$ cat config.mk
export PLATFORM = sky130hd
export DESIGN_NAME = frame_tick_stopwatch_countdown
export DESIGN_NICKNAME = d
export VERILOG_FILES = /design/src/rtl/ftsc_pkg.sv /design/src/rtl/ftsc_fmt.sv /design/src/rtl/frame_tick_stopwatch_countdown.sv
export SDC_FILE = /design/constraint.sdc
export NUM_CORES = 1
export LEC_CHECK = 0
export BUFFER_PORTS_ARGS = -buffer_cell sky130_fd_sc_hd__buf_4
export CORE_MARGIN = 4
export CORE_UTILIZATION = 45
export DETAILED_ROUTE_END_ITERATION = 7
export GPL_TIMING_DRIVEN = 0
export PLACE_DENSITY = 0.68
export SLEW_MARGIN = 20
export SYNTH_ARGS = -nofsm -noshare
export SYNTH_HDL_FRONTEND = slang
export SYNTH_SLANG_ARGS = --single-unit
$ cat constraint.sdc
create_clock -name i_clk -period 13 [get_ports i_clk]
set_input_delay 0.65 -clock i_clk [delete_from_list [all_inputs] [get_ports i_clk]]
set_output_delay 0.65 -clock i_clk [all_outputs]
set_load 0.01 [all_outputs]
$ cat src/rtl/ftsc_pkg.sv
// ----------------------------------------------------------------------------
// ftsc_pkg
// Shared constants and types for the frame-tick stopwatch / countdown timer.
// ----------------------------------------------------------------------------
package ftsc_pkg;

    localparam int FRAMES_PER_SECOND = 60;
    localparam int MAX_SECONDS       = 6000;
    localparam int SECS_PER_MIN      = 60;

    localparam int FRAME_W = 6;
    localparam int SEC_W   = 14;
    localparam int LIMIT_W = 13;
    localparam int ADDR_W  = 2;

    // register indexes on the config port
    localparam logic [ADDR_W-1:0] REG_LIMIT      = 2'd0;
    localparam logic [ADDR_W-1:0] REG_COUNT_DOWN = 2'd1;
    localparam logic [ADDR_W-1:0] REG_AUTO_PAUSE = 2'd2;

    // seconds / 60 by reciprocal: exact for every 14-bit count
    localparam int MIN_SHIFT = 20;
    localparam int MIN_RECIP = (2**MIN_SHIFT + SECS_PER_MIN - 1) / SECS_PER_MIN;
    localparam int MIN_PROD_W = 29;
    localparam int MIN_Q_W    = 9;

    localparam int IN_DATA_W  = 8;
    localparam int OUT_DATA_W = 24;

    // timer state right after one item
    typedef struct packed {
        logic [SEC_W-1:0]   sec;
        logic [FRAME_W-1:0] frame;
        logic               up;
        logic               hidden;
        logic               active;
    } t_snap;

endpackage

$ cat src/rtl/ftsc_fmt.sv
// ----------------------------------------------------------------------------
// ftsc_fmt
// Display formatter: splits the second count into minutes and seconds and
// scales the frame count to hundredths. Two pipeline stages with stall.
// ----------------------------------------------------------------------------
module ftsc_fmt #(
    parameter int FRAMES_PER_SECOND = ftsc_pkg::FRAMES_PER_SECOND
) (
    input  logic                            i_clk,
    input  logic                            i_rst_n,
    input  logic                            i_valid,
    output logic                            o_ready,
    input  ftsc_pkg::t_snap                 i_snap,
    output logic                            o_valid,
    input  logic                            i_ready,
    // minutes[6:0], seconds[12:7], hundredths[19:13], time_up[20],
    // display_hidden[21], running[22], zero[23]
    output logic [ftsc_pkg::OUT_DATA_W-1:0] o_data
);

    // frame * 100 / FPS as one constant multiply and a shift
    localparam int HUND_SHIFT = 19;
    localparam int HUND_MUL   = 100 * ((2**HUND_SHIFT + FRAMES_PER_SECOND - 1)
                                       / FRAMES_PER_SECOND);

    logic                               r_s2_valid;
    ftsc_pkg::t_snap                    r_s2_snap;
    logic [ftsc_pkg::MIN_Q_W-1:0]       r_s2_q;
    logic [6:0]                         r_s2_hund;
    logic                               r_s3_valid;
    logic [ftsc_pkg::OUT_DATA_W-1:0]    r_s3_data;

    logic                               w_en2;
    logic                               w_en3;
    logic [ftsc_pkg::MIN_PROD_W-1:0]    w_min_prod;
    logic [31:0]                        w_hund_prod;
    logic [ftsc_pkg::SEC_W-1:0]         w_q60;
    logic [ftsc_pkg::SEC_W-1:0]         w_rem;

    assign w_en3   = !r_s3_valid || i_ready;
    assign w_en2   = !r_s2_valid || w_en3;
    assign o_ready = w_en2;

    assign w_min_prod  = ftsc_pkg::MIN_PROD_W'(i_snap.sec)
                       * ftsc_pkg::MIN_PROD_W'(ftsc_pkg::MIN_RECIP);
    assign w_hund_prod = 32'(i_snap.frame) * 32'(HUND_MUL);

    assign w_q60 = ftsc_pkg::SEC_W'(r_s2_q) * ftsc_pkg::SEC_W'(ftsc_pkg::SECS_PER_MIN);
    assign w_rem = r_s2_snap.sec - w_q60;

    always_ff @(posedge i_clk) begin
        if (!i_rst_n) begin
            r_s2_valid <= 1'b0;
            r_s3_valid <= 1'b0;
        end else begin
            if (w_en2) begin
                r_s2_valid <= i_valid;
            end
            if (w_en3) begin
                r_s3_valid <= r_s2_valid;
            end
        end
    end

    always_ff @(posedge i_clk) begin
        if (w_en2 && i_valid) begin
            r_s2_snap <= i_snap;
            r_s2_q    <= w_min_prod[ftsc_pkg::MIN_SHIFT +: ftsc_pkg::MIN_Q_W];
            r_s2_hund <= w_hund_prod[HUND_SHIFT +: 7];
        end
        if (w_en3 && r_s2_valid) begin
            r_s3_data <= {1'b0, r_s2_snap.active, r_s2_snap.hidden, r_s2_snap.up,
                          r_s2_hund, w_rem[5:0], r_s2_q[6:0]};
        end
    end

    assign o_valid = r_s3_valid;
    assign o_data  = r_s3_data;

endmodule

$ cat src/rtl/frame_tick_stopwatch_countdown.sv
// ----------------------------------------------------------------------------
// frame_tick_stopwatch_countdown
// Frame-tick stopwatch / countdown timer with minutes, seconds, hundredths.
// ----------------------------------------------------------------------------
// Each input beat is a start (tuser = 1) or one frame tick (tuser = 0) and
// yields exactly one output beat with the display after that beat. One beat
// is taken every clock cycle unless the output stalls; the timer state updates
// at acceptance and the result leaves through a stalling three-stage pipeline
// (state snapshot, reciprocal multiply for minutes and hundredths, seconds
// remainder). Config writes land at once and are meant for idle periods.
module frame_tick_stopwatch_countdown #(
    parameter int FRAMES_PER_SECOND = ftsc_pkg::FRAMES_PER_SECOND,
    parameter int MAX_SECONDS       = ftsc_pkg::MAX_SECONDS
) (
    input  logic                            i_clk,
    input  logic                            i_rst_n,
    input  logic                            s_axis_tvalid,
    output logic                            s_axis_tready,
    // controls_locked[0], menu_open[1], manual_pause[2], zero[7:3]
    input  logic [ftsc_pkg::IN_DATA_W-1:0]  s_axis_tdata,
    // operation[0]
    input  logic                            s_axis_tuser,
    output logic                            m_axis_tvalid,
    input  logic                            m_axis_tready,
    // minutes[6:0], seconds[12:7], hundredths[19:13], time_up[20],
    // display_hidden[21], running[22], zero[23]
    output logic [ftsc_pkg::OUT_DATA_W-1:0] m_axis_tdata,
    input  logic                            i_cfg_we,
    input  logic [ftsc_pkg::ADDR_W-1:0]     i_cfg_addr,
    input  logic [ftsc_pkg::LIMIT_W-1:0]    i_cfg_wdata
);

    localparam int FW = ftsc_pkg::FRAME_W;
    localparam int SW = ftsc_pkg::SEC_W;

    logic [ftsc_pkg::LIMIT_W-1:0] r_limit;
    logic                         r_count_down;
    logic                         r_auto_pause;

    logic [FW-1:0] r_frame, n_frame;
    logic [SW-1:0] r_sec, n_sec;
    logic          r_active, n_active;
    logic          r_hidden, n_hidden;
    logic          n_up;

    logic            r_s1_valid;
    ftsc_pkg::t_snap r_s1;

    logic          w_accept;
    logic          w_fmt_ready;
    logic          w_locked, w_menu, w_mpause;
    logic          w_go;
    logic [FW-1:0] w_tk_frame;
    logic [SW-1:0] w_tk_sec;
    logic          w_tk_up;

    assign w_locked = s_axis_tdata[0];
    assign w_menu   = s_axis_tdata[1];
    assign w_mpause = s_axis_tdata[2];

    assign s_axis_tready = !r_s1_valid || w_fmt_ready;
    assign w_accept      = s_axis_tvalid && s_axis_tready;

    // one counting tick
    always_comb begin
        w_tk_frame = r_frame;
        w_tk_sec   = r_sec;
        w_tk_up    = 1'b0;
        if (r_count_down) begin
            if (r_frame == '0 || {1'b0, r_frame} >= (FW+1)'(FRAMES_PER_SECOND)) begin
                if (r_sec == '0) begin
                    w_tk_frame = '0;
                    w_tk_up    = 1'b1;
                end else begin
                    w_tk_frame = FW'(FRAMES_PER_SECOND - 1);
                    w_tk_sec   = r_sec - 1'b1;
                end
            end else begin
                w_tk_frame = r_frame - 1'b1;
            end
        end else begin
            if (r_frame >= FW'(FRAMES_PER_SECOND - 1)) begin
                w_tk_frame = '0;
                w_tk_sec   = r_sec + 1'b1;
            end else begin
                w_tk_frame = r_frame + 1'b1;
            end
            w_tk_up = w_tk_sec >= SW'(r_limit);
        end
    end

    // pause gating; hidden may be set even when the tick is held
    always_comb begin
        n_frame  = r_frame;
        n_sec    = r_sec;
        n_active = r_active;
        n_hidden = r_hidden;
        n_up     = 1'b0;
        w_go     = 1'b0;
        if (s_axis_tuser) begin
            n_sec    = r_count_down ? SW'(r_limit) : '0;
            n_frame  = '0;
            n_hidden = 1'b1;
            n_active = 1'b1;
        end else if (r_active) begin
            if (r_auto_pause) begin
                w_go = !w_locked;
                if (w_locked && w_menu) begin
                    n_hidden = 1'b1;
                end
            end else if (w_mpause) begin
                w_go = 1'b0;
            end else if (w_menu) begin
                n_hidden = 1'b1;
            end else begin
                w_go = 1'b1;
            end
            if (w_go) begin
                n_frame  = w_tk_frame;
                n_sec    = w_tk_sec;
                n_hidden = w_tk_up;
                n_up     = w_tk_up;
                n_active = !w_tk_up;
            end
        end
    end

    always_ff @(posedge i_clk) begin
        if (!i_rst_n) begin
            r_limit      <= '0;
            r_count_down <= 1'b0;
            r_auto_pause <= 1'b0;
            r_frame      <= '0;
            r_sec        <= '0;
            r_active     <= 1'b0;
            r_hidden     <= 1'b1;
            r_s1_valid   <= 1'b0;
        end else begin
            if (i_cfg_we) begin
                case (i_cfg_addr)
                    ftsc_pkg::REG_LIMIT: begin
                        r_limit <= (i_cfg_wdata > ftsc_pkg::LIMIT_W'(MAX_SECONDS))
                                 ? ftsc_pkg::LIMIT_W'(MAX_SECONDS) : i_cfg_wdata;
                    end
                    ftsc_pkg::REG_COUNT_DOWN: r_count_down <= i_cfg_wdata[0];
                    ftsc_pkg::REG_AUTO_PAUSE: r_auto_pause <= i_cfg_wdata[0];
                    default: ;
                endcase
            end
            if (w_accept) begin
                r_frame  <= n_frame;
                r_sec    <= n_sec;
                r_active <= n_active;
                r_hidden <= n_hidden;
            end
            if (s_axis_tready) begin
                r_s1_valid <= s_axis_tvalid;
            end
        end
    end

    always_ff @(posedge i_clk) begin
        if (w_accept) begin
            r_s1.sec    <= n_sec;
            r_s1.frame  <= n_frame;
            r_s1.up     <= n_up;
            r_s1.hidden <= n_hidden;
            r_s1.active <= n_active;
        end
    end

    ftsc_fmt #(
        .FRAMES_PER_SECOND(FRAMES_PER_SECOND)
    ) u_fmt (
        .i_clk   (i_clk),
        .i_rst_n (i_rst_n),
        .i_valid (r_s1_valid),
        .o_ready (w_fmt_ready),
        .i_snap  (r_s1),
        .o_valid (m_axis_tvalid),
        .i_ready (m_axis_tready),
        .o_data  (m_axis_tdata)
    );

endmodule

==> metrics.cfg, run 1 <==
[clock_network]
clock_path_buffers = 2
post_cts_resize_count = 0
htree_num_levels = 3
cts_made_buffers = 9
worstSkewPairLatency_ns = 0.36
hold_buffers = 0
total_clock_sinks = 109
clk_pin_slew_ns = 0.08
cts_setup_buffers = 0
ctsRootBufferMaster = sky130_fd_sc_hd__clkbuf_16
cts_tree = built

[synthesis]
synth_top_cell_area_share = 0.2289
synthSimpleGateAreaFrac = 0.1294
synth_fa_ha_area_frac = 0.2836
postSynthCellCount = 917
post_synthesis_mux_area_share = 0.007740
synth_enable_flop_cells = 69
yosys_most_used_dff = sky130_fd_sc_hd__edfxtp_1
syn_area_per_cell_um2 = 9.872
synth_compound_gate_area_share = 0.1563
synth_area_leaders = sky130_fd_sc_hd__edfxtp_1 23%, sky130_fd_sc_hd__ha_1 20%, sky130_fd_sc_hd__dfxtp_1 8.8%, sky130_fd_sc_hd__fa_1 8.2%, sky130_fd_sc_hd__inv_1 4.4%
synth_seq_area_share = 0.3173
area_leader_netlist = sky130_fd_sc_hd__edfxtp_1
yosys_warnings = 0
synth_nets = 1129
synthesis.area_mm2 = 0.009052
combinational_family_with_the_most_area_after_synthesis = adder cells
postSynthRegisterBits = 109
postSynth.asyncResetShare = 0
synth_xor_area_frac = 0.03870
post_synth_num_cell_types = 84

[die]
die_area_mm2 = 0.02245
die_width_um = 149.8
design.core.area_mm2 = 0.01965
start_util = 0.4606
die_y_um = 149.8
top_level_ports = 55
core.rowCount = 51

[pwr]
p_leak_nw = 4.456
power.ir.vdd_worst_v = 0.00007185
cellPowerDensity_mw_per_mm2 = 93.95

[global_routing]
grt_util_all_layers = 0.1947
grt_max_degree = 33
grt-ovfl-total = 0
number_of_global_route_vias_before_repair = 7012
grt_antenna_before_repair = 0
grt_pass1_wl_um = 34870

[timing]
post-route-min-period_ns = 4.613
final_min_period_over_clock_period = 0.3549
fin_hold_ws_ns = 0.4175
finalMaxSlewViolations = 0
finalHoldViolCount = 0
timing.fmax_ghz = 0.2168
grt_setup_unrepaired = no
worst_slew_margin_rel = 0.4640
timing.final.setup_violations = 0
setup_tns_ns = 0
clock_skew_ns = 0.009880
tightest_slew_ns = 0.7955

[critical_path]
path_class = flop to flop
worst-path-max-fanout = 5
critPathMostFrequentCell = sky130_fd_sc_hd__fa_1
worstPathRequired_ns = 13.16
cell_chain_of_the_critical_path = ha_1, fa_1, fa_1, fa_1, fa_1, ha_1, a21oi_1, o211ai_1, a221oi_1, nor2b_1, a31o_2, a21o_1, o41ai_1
cp_slowest_cell = sky130_fd_sc_hd__fa_1
worst-r2r-cell-count = 13
setup.worst_path.end_class = flop
reg2reg_setup_slack_ns = 8.39
worst-endpoint-arrival_ns = 4.78
startpoint_class_of_the_critical_path = flop
critical_path.max_stage_delay_ns = 0.54

[place]
port_buffers = 47
finalWeightedCongestion = 0.9457
post-dp-hpwl_um = 16500

[final_layout]
num-nets-final = 1188
fill_cells = 1828
fraction_of_layout_cells_with_a_size_suffix_above_1 = 0.1101
area_delta_synth_final_pct = 10.96
diode_count = 0

[hold_path]
hold_depth = 0
hold_class = flop to flop

[detailed_routing]
first_pass_iters = 5
average_via_count_per_standard_cell = 5.652
routed_wire_length_per_instance_um = 16.70
via_count = 7042
drt.antenna.violating_nets = 0
drt_first_iter_violations = 543
remaining_routing_drc_violations = 0
wirelength_um = 20810

[run_status]
run_status = completed

[run]
max_cap_violations = 0

## cells in the mapped netlist (all sizes together) (5+ instances only)
master	count
nand3	17
a22oi	10
a31oi	10
edfxtp	69
fa	37
a221oi	6
clkbuf	21
xor2	13
xnor2	27
nor3	31
a21o	7
nand4	13
mux2i	7
nor2b	5
a32oi	5
dfxtp	40
ha	146
nor2	60
and2	5
inv	106
and3	9
or4	7
a21oi	49
nor4	7
buf	19
o21ai	46
nand2	56
a211oi	9
## registers in the layout (all words and copies together), names as in the netlist
signal and cells:
r_active 1, r_limit 13, u_fmt.r_s2_snap 9, u_fmt.r_s2_q 7, u_fmt.o_data 23, r_hidden 1, r_sec 14, u_fmt.r_s2_valid 1
r_count_down 1, r_auto_pause 1, u_fmt.r_s2_hund 7, u_fmt.o_valid 1, r_s1 23, r_frame 6, r_s1_valid 1
## power breakdown
part	switching [mW]	internal, mW	total [mW]
registers	0.0117	0.392	0.404
clock network	0.134	0.133	0.267
logic	0.155	0.118	0.273
## cells by family (layout without fill, tap and decap cells)
kind of cell	count (synthesis)	in the layout
flip-flops	109	109
XOR/XNOR	40	40
AO/OA/AOI/OAI	201	201
adder cells (fa/ha/maj)	183	183
other	1	1
multiplexers	7	7
buffers and inverters	147	211
AND/OR/NAND/NOR	229	229
## per-stage QoR
step / power (mW) / setup slack [ns] / cells / utilization / cell area [um2]
after detailed placement: 0.6843 / 8.429 / 1230 / 0.4968 / 9763
after global routing: 1.011 / 8.139 / 1246 / 0.5111 / 10040
after global placement: 0.6759 / 8.378 / 1229 / 0.4954 / 9737
after CTS: 0.9517 / 8.391 / 1246 / 0.5111 / 10040
after floorplan: 0.6107 / 8.763 / 917 / - / 9052
final: 0.9437 / 8.387 / 1246 / 0.5111 / 10040
## path summary, 6_finish.rpt
path                           to                 from
setup reg to reg  u_fmt.r_s2_q[6]             r_s1[20]
hold reg to reg   u_fmt.o_data[8]  u_fmt.r_s2_snap[10]
setup / recovery  u_fmt.r_s2_q[6]             r_s1[20]
hold / removal    u_fmt.o_data[8]  u_fmt.r_s2_snap[10]
## placed cells by master, fill, tap and decap left out, drive strengths merged, types with 4 or more instances in the layout
| cell | n |
|---|---|
| buf | 67 |
| nand2b | 4 |
| and3 | 9 |
| a31oi | 10 |
| clkbuf | 30 |
| or4 | 7 |
| nor4 | 7 |
| and2 | 5 |
| xor2 | 13 |
| a211o | 4 |
| clkinv | 5 |
| a221oi | 6 |
| a32oi | 5 |
| nor3 | 31 |
| a21oi | 49 |
| inv | 109 |
| nor2b | 5 |
| nand2 | 56 |
| dfxtp | 40 |
| a211oi | 9 |
| a21o | 7 |
| edfxtp | 69 |
| nand4 | 13 |
| mux2i | 7 |
| o31ai | 4 |
| o211ai | 4 |
| ha | 146 |
| fa | 37 |
| xnor2 | 27 |
| nand3 | 17 |
| a41oi | 4 |
| o21ai | 46 |
| o32ai | 4 |
| nor2 | 60 |
| a22oi | 10 |
## cell type report
class | count | area (um2) | area share
Tap cell | 265 | 331.6 | 0.03301
Inverter | 107 | 401.6 | 0.03999
Timing Repair Buffer | 48 | 364.1 | 0.03625
Sequential cell | 109 | 2873 | 0.2860
Multi-Input combinational cell | 661 | 5592 | 0.5567
Clock buffer | 9 | 225.2 | 0.02242
Buffer | 40 | 201.4 | 0.02005
Clock inverter | 7 | 56.30 | 0.005605
## critical path, delay by kind of cell, from the launching register on
family	cells	cell delay, ns
adders and majority gates	6	2.49
and+or+nand+nor	1	0.08
AOI/OAI and AO/OA	6	1.35
DFF	1	0.48
## layer usage
layer | vias to the layer above | global-route usage | share of wire
met5 | - | 0 | 0
met2 | 262 | 0.3161 | 0.46
met4 | 0 | 0.06176 | 0.029
li1 | 3436 | - | -
met3 | 53 | 0.04119 | 0.074
met1 | 3291 | 0.2608 | 0.44
Power figures use the tool's default switching activity.
==> run 2, diff against run 1 <==
ABC_AREA = 1   (was not set)
PLACE_DENSITY = 0.7   (was 0.68)
clock period = 3.9 ns   (was 13 ns; I/O delays follow)
==> run 2 against run 1 <==
Net effect:
- largest power group is now combinational cells
- largest cell class unchanged
- clock-buffer cell count is the same
- non-clock buffer count grew 12
- final cell count grew 16%
- the flow now finishes with violations (negative setup slack)
==> metrics.cfg, run 2 <==
[clock_network]
clock_path_buffers = 2  ; unchanged
clk_pin_slew_ns = 0.07  ; about the same
htree_num_levels = 3  ; unchanged
hold_buffers = 0  ; unchanged
cts_tree = built
worstSkewPairLatency_ns = 0.35  ; about the same
total_clock_sinks = 109  ; unchanged
cts_made_buffers = 9  ; unchanged
ctsRootBufferMaster = sky130_fd_sc_hd__clkbuf_16

[synthesis]
yosys.cell_count.top_type = sky130_fd_sc_hd__inv_1
syn_area_per_cell_um2 = 8.578  ; -13%
synth_common_cells = 176 x sky130_fd_sc_hd__inv_1, 169 x sky130_fd_sc_hd__nand2_1, 146 x sky130_fd_sc_hd__ha_1
postSynth.asyncResetShare = 0  ; unchanged
area_leader_netlist = sky130_fd_sc_hd__edfxtp_1
synth_seq_area_share = 0.3092  ; -0.008121
synth_top_cell_area_share = 0.2230  ; -0.005857
synth_nets = 1295  ; +15%
synth_enable_flop_cells = 69  ; unchanged
yosys_most_used_dff = sky130_fd_sc_hd__edfxtp_1
postSynthRegisterBits = 109  ; unchanged
yosys_warnings = 0  ; unchanged
synthesis.area_mm2 = 0.009290  ; +2.6%
synth_area_leaders = sky130_fd_sc_hd__edfxtp_1 22%, sky130_fd_sc_hd__ha_1 20%, sky130_fd_sc_hd__dfxtp_1 8.6%, sky130_fd_sc_hd__fa_1 8.0%, sky130_fd_sc_hd__inv_1 7.1%
post_synth_num_cell_types = 48  ; -43%
postSynthCellCount = 1083  ; +18%

[pwr]
p_leak_nw = 5.170  ; +16%
power.ir.vdd_worst_v = 0.0002203  ; +210%
post-layout-total-power_mw = 4.221  ; +350%
cellPowerDensity_mw_per_mm2 = 386.9  ; +310%

[critical_path]
worst-path-max-fanout = 3  ; -2
startpoint_class_of_the_critical_path = flop
worstPathRequired_ns = 4.00  ; -9.16 ns
path_class = flop to flop
worst-endpoint-arrival_ns = 4.19  ; -0.59 ns
setup.worst_path.end_class = flop

[final_layout]
instances_no_fill = 1441  ; +16%
most_common_cell_after_layout_fill_and_taps_aside = sky130_fd_sc_hd__inv_1
fraction_of_layout_cells_with_a_size_suffix_above_1 = 0.1614  ; +0.05131
fill_cells = 1825  ; -0.16%
postLayoutCoreUtil = 0.5374  ; +0.02634
diode_count = 0  ; unchanged
leading_cell_types_in_the_layout_fill_and_taps_excluded = 169 x sky130_fd_sc_hd__inv_1, 163 x sky130_fd_sc_hd__nand2_1, 123 x sky130_fd_sc_hd__ha_1
area_delta_synth_final_pct = 17.43
num-nets-final = 1378  ; +16%

[timing]
finalMaxSlewViolations = 0  ; unchanged
setup_ws_post_layout_ns = -0.1889  ; -8.575 ns
final_min_period_over_clock_period = 1.048  ; +0.6936
post-route-min-period_ns = 4.089  ; -0.5245 ns
grt_setup_unrepaired = yes
timing.final.setup_violations = 6  ; +6
fin_hold_ws_ns = 0.1070  ; -0.3105 ns
worst_slew_margin_rel = 0.2689  ; -0.1952
finalHoldViolCount = 0  ; unchanged
timing.fmax_ghz = 0.2446  ; +13%
tightest_slew_ns = 1.088  ; +0.2928 ns
clock_skew_ns = 0.009310  ; -0.0005692 ns

[detailed_routing]
drt.antenna.violating_nets = 0  ; unchanged
first_pass_iters = 5  ; unchanged
drt_first_iter_violations = 449  ; -17%
average_via_count_per_standard_cell = 5.279  ; -6.6%
routed_wire_length_per_instance_um = 15.71  ; -5.9%
wirelength_um = 22630  ; +8.8%
via_count = 7607  ; +8.0%
remaining_routing_drc_violations = 0  ; unchanged

[die]
start_util = 0.4577  ; -0.002938
design.core.area_mm2 = 0.02030  ; +3.3%
die_area_mm2 = 0.02301  ; +2.5%
die_y_um = 151.7  ; +1.2%
top_level_ports = 55  ; unchanged
core.rowCount = 52  ; +2.0%
die_width_um = 151.7  ; +1.2%

[global_routing]
grt_util_all_layers = 0.2012  ; +0.006571
grt_pass1_wl_um = 36380  ; +4.3%
grt-ovfl-total = 0  ; unchanged
number_of_global_route_vias_before_repair = 7401  ; +5.5%
grt_max_degree = 33  ; unchanged
grt_antenna_before_repair = 0  ; unchanged

[place]
post-dp-hpwl_um = 17400  ; +5.5%
placedCellCount = 1402  ; +14%
port_buffers = 48  ; +2.1%
finalWeightedCongestion = 0.9637  ; +1.9%

[run]
max_cap_violations = 0  ; unchanged

[run_status]
run_status = finished, violations left
failed_checks = negative setup slack

[hold_path]
hold_class = input port to flop

==> run 2: cell count changes in the layout (fill, tap and decap cells not counted), sizes merged, moves of 8 or more <==
| cell | before | now |
|---|---|---|
| xnor2 | 27 | 8 |
| nor3 | 31 | 15 |
| a21oi | 49 | 82 |
| buf | 67 | 86 |
| inv | 109 | 183 |
| xor2 | 13 | 38 |
| and3 | 9 | 1 |
| nand3 | 17 | 57 |
| o21ai | 46 | 80 |
| a22oi | 10 | 0 |
| nand2 | 56 | 174 |
==> run 2: power by group <==
group          internal [mW]  switching, mW
logic                  0.783           1.03
clock network          0.573          0.438
registers               1.34         0.0554
total                   2.70           1.52
==> run 2: metrics by stage <==
| step | worst slack, ns | cell area (um2) | TNS, ns |
|---|---|---|---|
| after global routing | -0.3373 | 10910 | -1.522 |
| after CTS | -0.1105 | 10720 | -0.3031 |
| final | -0.1889 | 10910 | -0.6284 |
| after floorplan | -0.005229 | 9334 | -0.005229 |
| after detailed placement | -0.4354 | 10050 | -1.670 |
| after global placement | -0.3985 | 10030 | -1.532 |
==> run 2: final timing paths <==
kind / startpoint / end / slack (ns) / cells after the start
max: r_s1[20] / u_fmt.r_s2_q[6] / -0.19 / 13
min: i_cfg_wdata[10] / r_limit[10] / 0.11 / 3
max reg2reg: r_s1[20] / u_fmt.r_s2_q[6] / -0.19 / 13
min reg2reg: r_s1[0] / u_fmt.r_s2_snap[0] / 0.42 / 0
==> run 2: repair_timing <==
item,in CTS,in global routing
resized for setup,31,30
pin swaps,19,14
buffers inserted,15,9
endpoints found under the setup margin,8,10
==> run 2: kinds of logic after synthesis <==
logic type | synth area share
AND/OR/NAND/NOR | 0.1566
buffers and inverters | 0.08754
AO/OA/AOI/OAI | 0.1257
adder cells (fa/ha/maj) | 0.2764
flip-flops | 0.3092
XOR/XNOR | 0.04418
other | 0.0004037
==> run 2: worst max-delay path: stages, from the launching register on <==
cell and delay [ns]:
sky130_fd_sc_hd__edfxtp_1 0.47, sky130_fd_sc_hd__ha_4 0.25, sky130_fd_sc_hd__fa_1 0.52, sky130_fd_sc_hd__fa_1 0.44, sky130_fd_sc_hd__fa_2 0.35, sky130_fd_sc_hd__fa_1 0.48, sky130_fd_sc_hd__ha_4 0.32, sky130_fd_sc_hd__nand2_4 0.06
sky130_fd_sc_hd__nor3_4 0.18, sky130_fd_sc_hd__nand4_1 0.24, sky130_fd_sc_hd__a31oi_4 0.30, sky130_fd_sc_hd__nand2_1 0.08, sky130_fd_sc_hd__nand2_1 0.09, sky130_fd_sc_hd__xor2_1 0.06
==> run 2: cell type report <==
class,count,area [um2],area share
clock inverters,7,107.6,0.009864
multi-input cells,763,5997,0.5497
repair buffers,72,555.5,0.05092
plain buffers,28,126.4,0.01158
inverters,183,686.9,0.06297
flip-flops and latches,109,2873,0.2633
clock buffers,9,225.2,0.02064
well taps,270,337.8,0.03097
==> run 2: per-layer routing <==
layer / track usage / share of wire
met1: 0.2641 / 0.43
met2: 0.3464 / 0.49
met3: 0.02766 / 0.058
met4: 0.06020 / 0.020
met5: 0 / 0
==> run 3, diff against run 2 <==
BUFFER_PORTS_ARGS = not set   (was -buffer_cell sky130_fd_sc_hd__buf_4)
DONT_BUFFER_PORTS = 1   (was not set)
PLACE_DENSITY = 0.68   (was 0.7)
==> run 3 against run 2 <==
Net effect:
- the run still ends with negative setup slack left
- total power down 1.4%
- die area unchanged
- final cell count down 2.0%
- flip-flop and latch count unchanged
- setup slack better by 0.0055 ns
- first-iteration DRC count down 2.2%
- clock skew down 0.0014 ns
- combinational power down 2%
- non-clock buffer count down 29
- sequential power about the same
==> metrics.cfg, run 3 (synthesis results as in run 2) <==
[critical_path]
worstPathRequired_ns = 4.00  ; about the same
crit_buf_inv = 1  ; +1
worst-path-max-fanout = 3  ; unchanged
path_class = flop to flop
worst-endpoint-arrival_ns = 4.19  ; about the same
setup.worst_path.end_class = flop
cp_slowest_cell = sky130_fd_sc_hd__fa_1
critical_path.max_stage_delay_ns = 0.52  ; about the same
startpoint_class_of_the_critical_path = flop
cell_chain_of_the_critical_path = buf_6, ha_4, fa_1, fa_1, fa_2, fa_2, ha_4, nand2_2, nor3_2, nand4_1, a31oi_4, nand2_1, nand2_1, xor2_1
critical-path-top-delay-family = adder cells

[clock_network]
total_clock_sinks = 109  ; unchanged
clk_pin_slew_ns = 0.08  ; about the same
htree_num_levels = 3  ; unchanged
cts_tree = built
ctsRootBufferMaster = sky130_fd_sc_hd__clkbuf_16
worstSkewPairLatency_ns = 0.35  ; about the same
cts_made_buffers = 9  ; unchanged
clock_path_buffers = 2  ; unchanged

[detailed_routing]
routed-wl-met3_um = 1530  ; +17%
average_via_count_per_standard_cell = 5.375  ; +1.8%
routed_wire_length_per_instance_um = 16.17  ; +2.9%
remaining_routing_drc_violations = 0  ; unchanged
drt.antenna.violating_nets = 0  ; unchanged
met1_length_um = 9789  ; -0.34%
highest_layer = met5
first_pass_iters = 5  ; unchanged
dr_wl_met2_um = 11040  ; -0.11%
drt_first_iter_violations = 439  ; -2.2%
via_count = 7589  ; -0.24%
wirelength_um = 22830  ; +0.87%

[place]
finalWeightedCongestion = 0.9799  ; +1.7%
placedCellCount = 1354  ; -3.4%
port_buffers = 0  ; -100%
post-dp-hpwl_um = 17460  ; +0.30%
preCtsSetupSlack_ns = -0.3895  ; +0.04591 ns

[final_layout]
area_delta_synth_final_pct = 15.33
most_common_cell_after_layout_fill_and_taps_aside = sky130_fd_sc_hd__inv_1
leading_cell_types_in_the_layout_fill_and_taps_excluded = 170 x sky130_fd_sc_hd__inv_1, 164 x sky130_fd_sc_hd__nand2_1, 121 x sky130_fd_sc_hd__ha_1
num-nets-final = 1349  ; -2.1%
instances_no_fill = 1412  ; -2.0%
diode_count = 0  ; unchanged
fraction_of_layout_cells_with_a_size_suffix_above_1 = 0.1287  ; -0.03268
fill_cells = 1848  ; +1.3%

[global_routing]
grt_util_all_layers = 0.2026  ; +0.001338
number_of_global_route_vias_before_repair = 7327  ; -1.0%
grt_max_degree = 33  ; unchanged
grt-ovfl-total = 0  ; unchanged
grt_antenna_before_repair = 1  ; +1
grt_pass1_wl_um = 36650  ; +0.74%

[pwr]
cellPowerDensity_mw_per_mm2 = 388.3  ; +0.35%
p_leak_nw = 5.001  ; -3.3%
power.ir.vdd_worst_v = 0.0002330  ; +5.8%

[timing]
final_min_period_over_clock_period = 1.047  ; -0.001418
tightest_slew_ns = 0.8456  ; -0.2427 ns
finalMaxSlewViolations = 0  ; unchanged
grt_setup_unrepaired = yes
finalHoldViolCount = 0  ; unchanged
timing.final.setup_violations = 6  ; unchanged
clock_skew_ns = 0.007921  ; -0.001389 ns
post-route-min-period_ns = 4.083  ; -0.005529 ns
setup_ws_post_layout_ns = -0.1834  ; +0.005529 ns
timing.fmax_ghz = 0.2449  ; +0.14%
worst_slew_margin_rel = 0.4357  ; +0.1668

[die]
top_level_ports = 55  ; unchanged
core.rowCount = 52  ; unchanged
die_y_um = 151.7  ; unchanged
design.core.area_mm2 = 0.02030  ; unchanged
start_util = 0.4577  ; unchanged
die_width_um = 151.7  ; unchanged
die_area_mm2 = 0.02301  ; unchanged

[run_status]
run_status = finished, violations left
failed_checks = negative setup slack

[run]
max_cap_violations = 0  ; unchanged

[hold_path]
hold_class = input port to flop

## run 3: cell types whose count changed in the layout (fill, tap and decap cells not counted), moves of 2 or more
cell,change
sky130_fd_sc_hd__buf_4,-39
sky130_fd_sc_hd__dlygate4sd3_1,+11
sky130_fd_sc_hd__inv_8,+3
sky130_fd_sc_hd__buf_6,-2
sky130_fd_sc_hd__ha_1,-2
sky130_fd_sc_hd__nor3_2,+2
## run 3: worst register-to-register path, cell delays in order (launching register included)
cell and delay [ns]:
sky130_fd_sc_hd__edfxtp_1 0.43, sky130_fd_sc_hd__buf_6 0.15, sky130_fd_sc_hd__ha_4 0.20, sky130_fd_sc_hd__fa_1 0.52
sky130_fd_sc_hd__fa_1 0.44, sky130_fd_sc_hd__fa_2 0.36, sky130_fd_sc_hd__fa_2 0.46, sky130_fd_sc_hd__ha_4 0.32
sky130_fd_sc_hd__nand2_2 0.07, sky130_fd_sc_hd__nor3_2 0.17, sky130_fd_sc_hd__nand4_1 0.24, sky130_fd_sc_hd__a31oi_4 0.25
sky130_fd_sc_hd__nand2_1 0.08, sky130_fd_sc_hd__nand2_1 0.08, sky130_fd_sc_hd__xor2_1 0.07
## run 3: stage by stage
stage / setup TNS [ns] / hold WS [ns] / utilization / instance area, um2 / power, mW
finish: -0.6745 / 0.02583 / 0.5278 / 10710 / 4.160
CTS: -0.3330 / 0.01609 / 0.5096 / 10340 / 3.987
global placement: -1.419 / 0.3398 / 0.4765 / 9672 / 2.835
global route: -1.447 / 0.03060 / 0.5278 / 10710 / 4.477
floorplan: -0.005229 / 0.3333 / - / 9334 / 2.542
detailed placement: -1.561 / 0.3463 / 0.4774 / 9691 / 2.878
## run 3: area by class of cell
cell class / instances / area [um2] / share of cell area
inverter: 183 / 686.9 / 0.06411
timing repair buffer: 43 / 365.4 / 0.03410
tap: 270 / 337.8 / 0.03153
multi-input combinational: 763 / 6002 / 0.5602
buffer: 28 / 126.4 / 0.01179
sequential: 109 / 2873 / 0.2681
clock inverter: 7 / 97.59 / 0.009109
clock buffer: 9 / 225.2 / 0.02102
## run 3: timing repair
item | CTS | global route
pin swaps | 11 | 21
setup buffers | 11 | 20
hold buffers | 11 | 0
endpoints found under the setup margin | 8 | 9
gates resized for setup | 20 | 37
hold endpoints to repair | 14 | 0
## run 3: worst paths after layout
check                                     start         endpoint  slack (ns)  cells past startpoint
worst max-delay path                   r_s1[20]  u_fmt.r_s2_q[6]       -0.18                     14
worst min-delay path                   i_cfg_we     r_auto_pause        0.03                      2
worst max register to register         r_s1[20]  u_fmt.r_s2_q[6]       -0.18                     14
worst min register to register  u_fmt.r_s2_q[6]  u_fmt.o_data[6]        0.42                      0
## run 3: per-layer routing
layer  GRT usage  up-vias
li1            -     3756
met1      0.2685     3549
met2      0.3478      247
met3     0.03153       35
met4     0.05031        2
met5           0        -
## run 3: power by group
group | internal, mW | switching (mW) | total (mW)
Clock | 0.521 | 0.457 | 0.978
Sequential | 1.34 | 0.0633 | 1.41
Combinational | 0.762 | 1.01 | 1.77
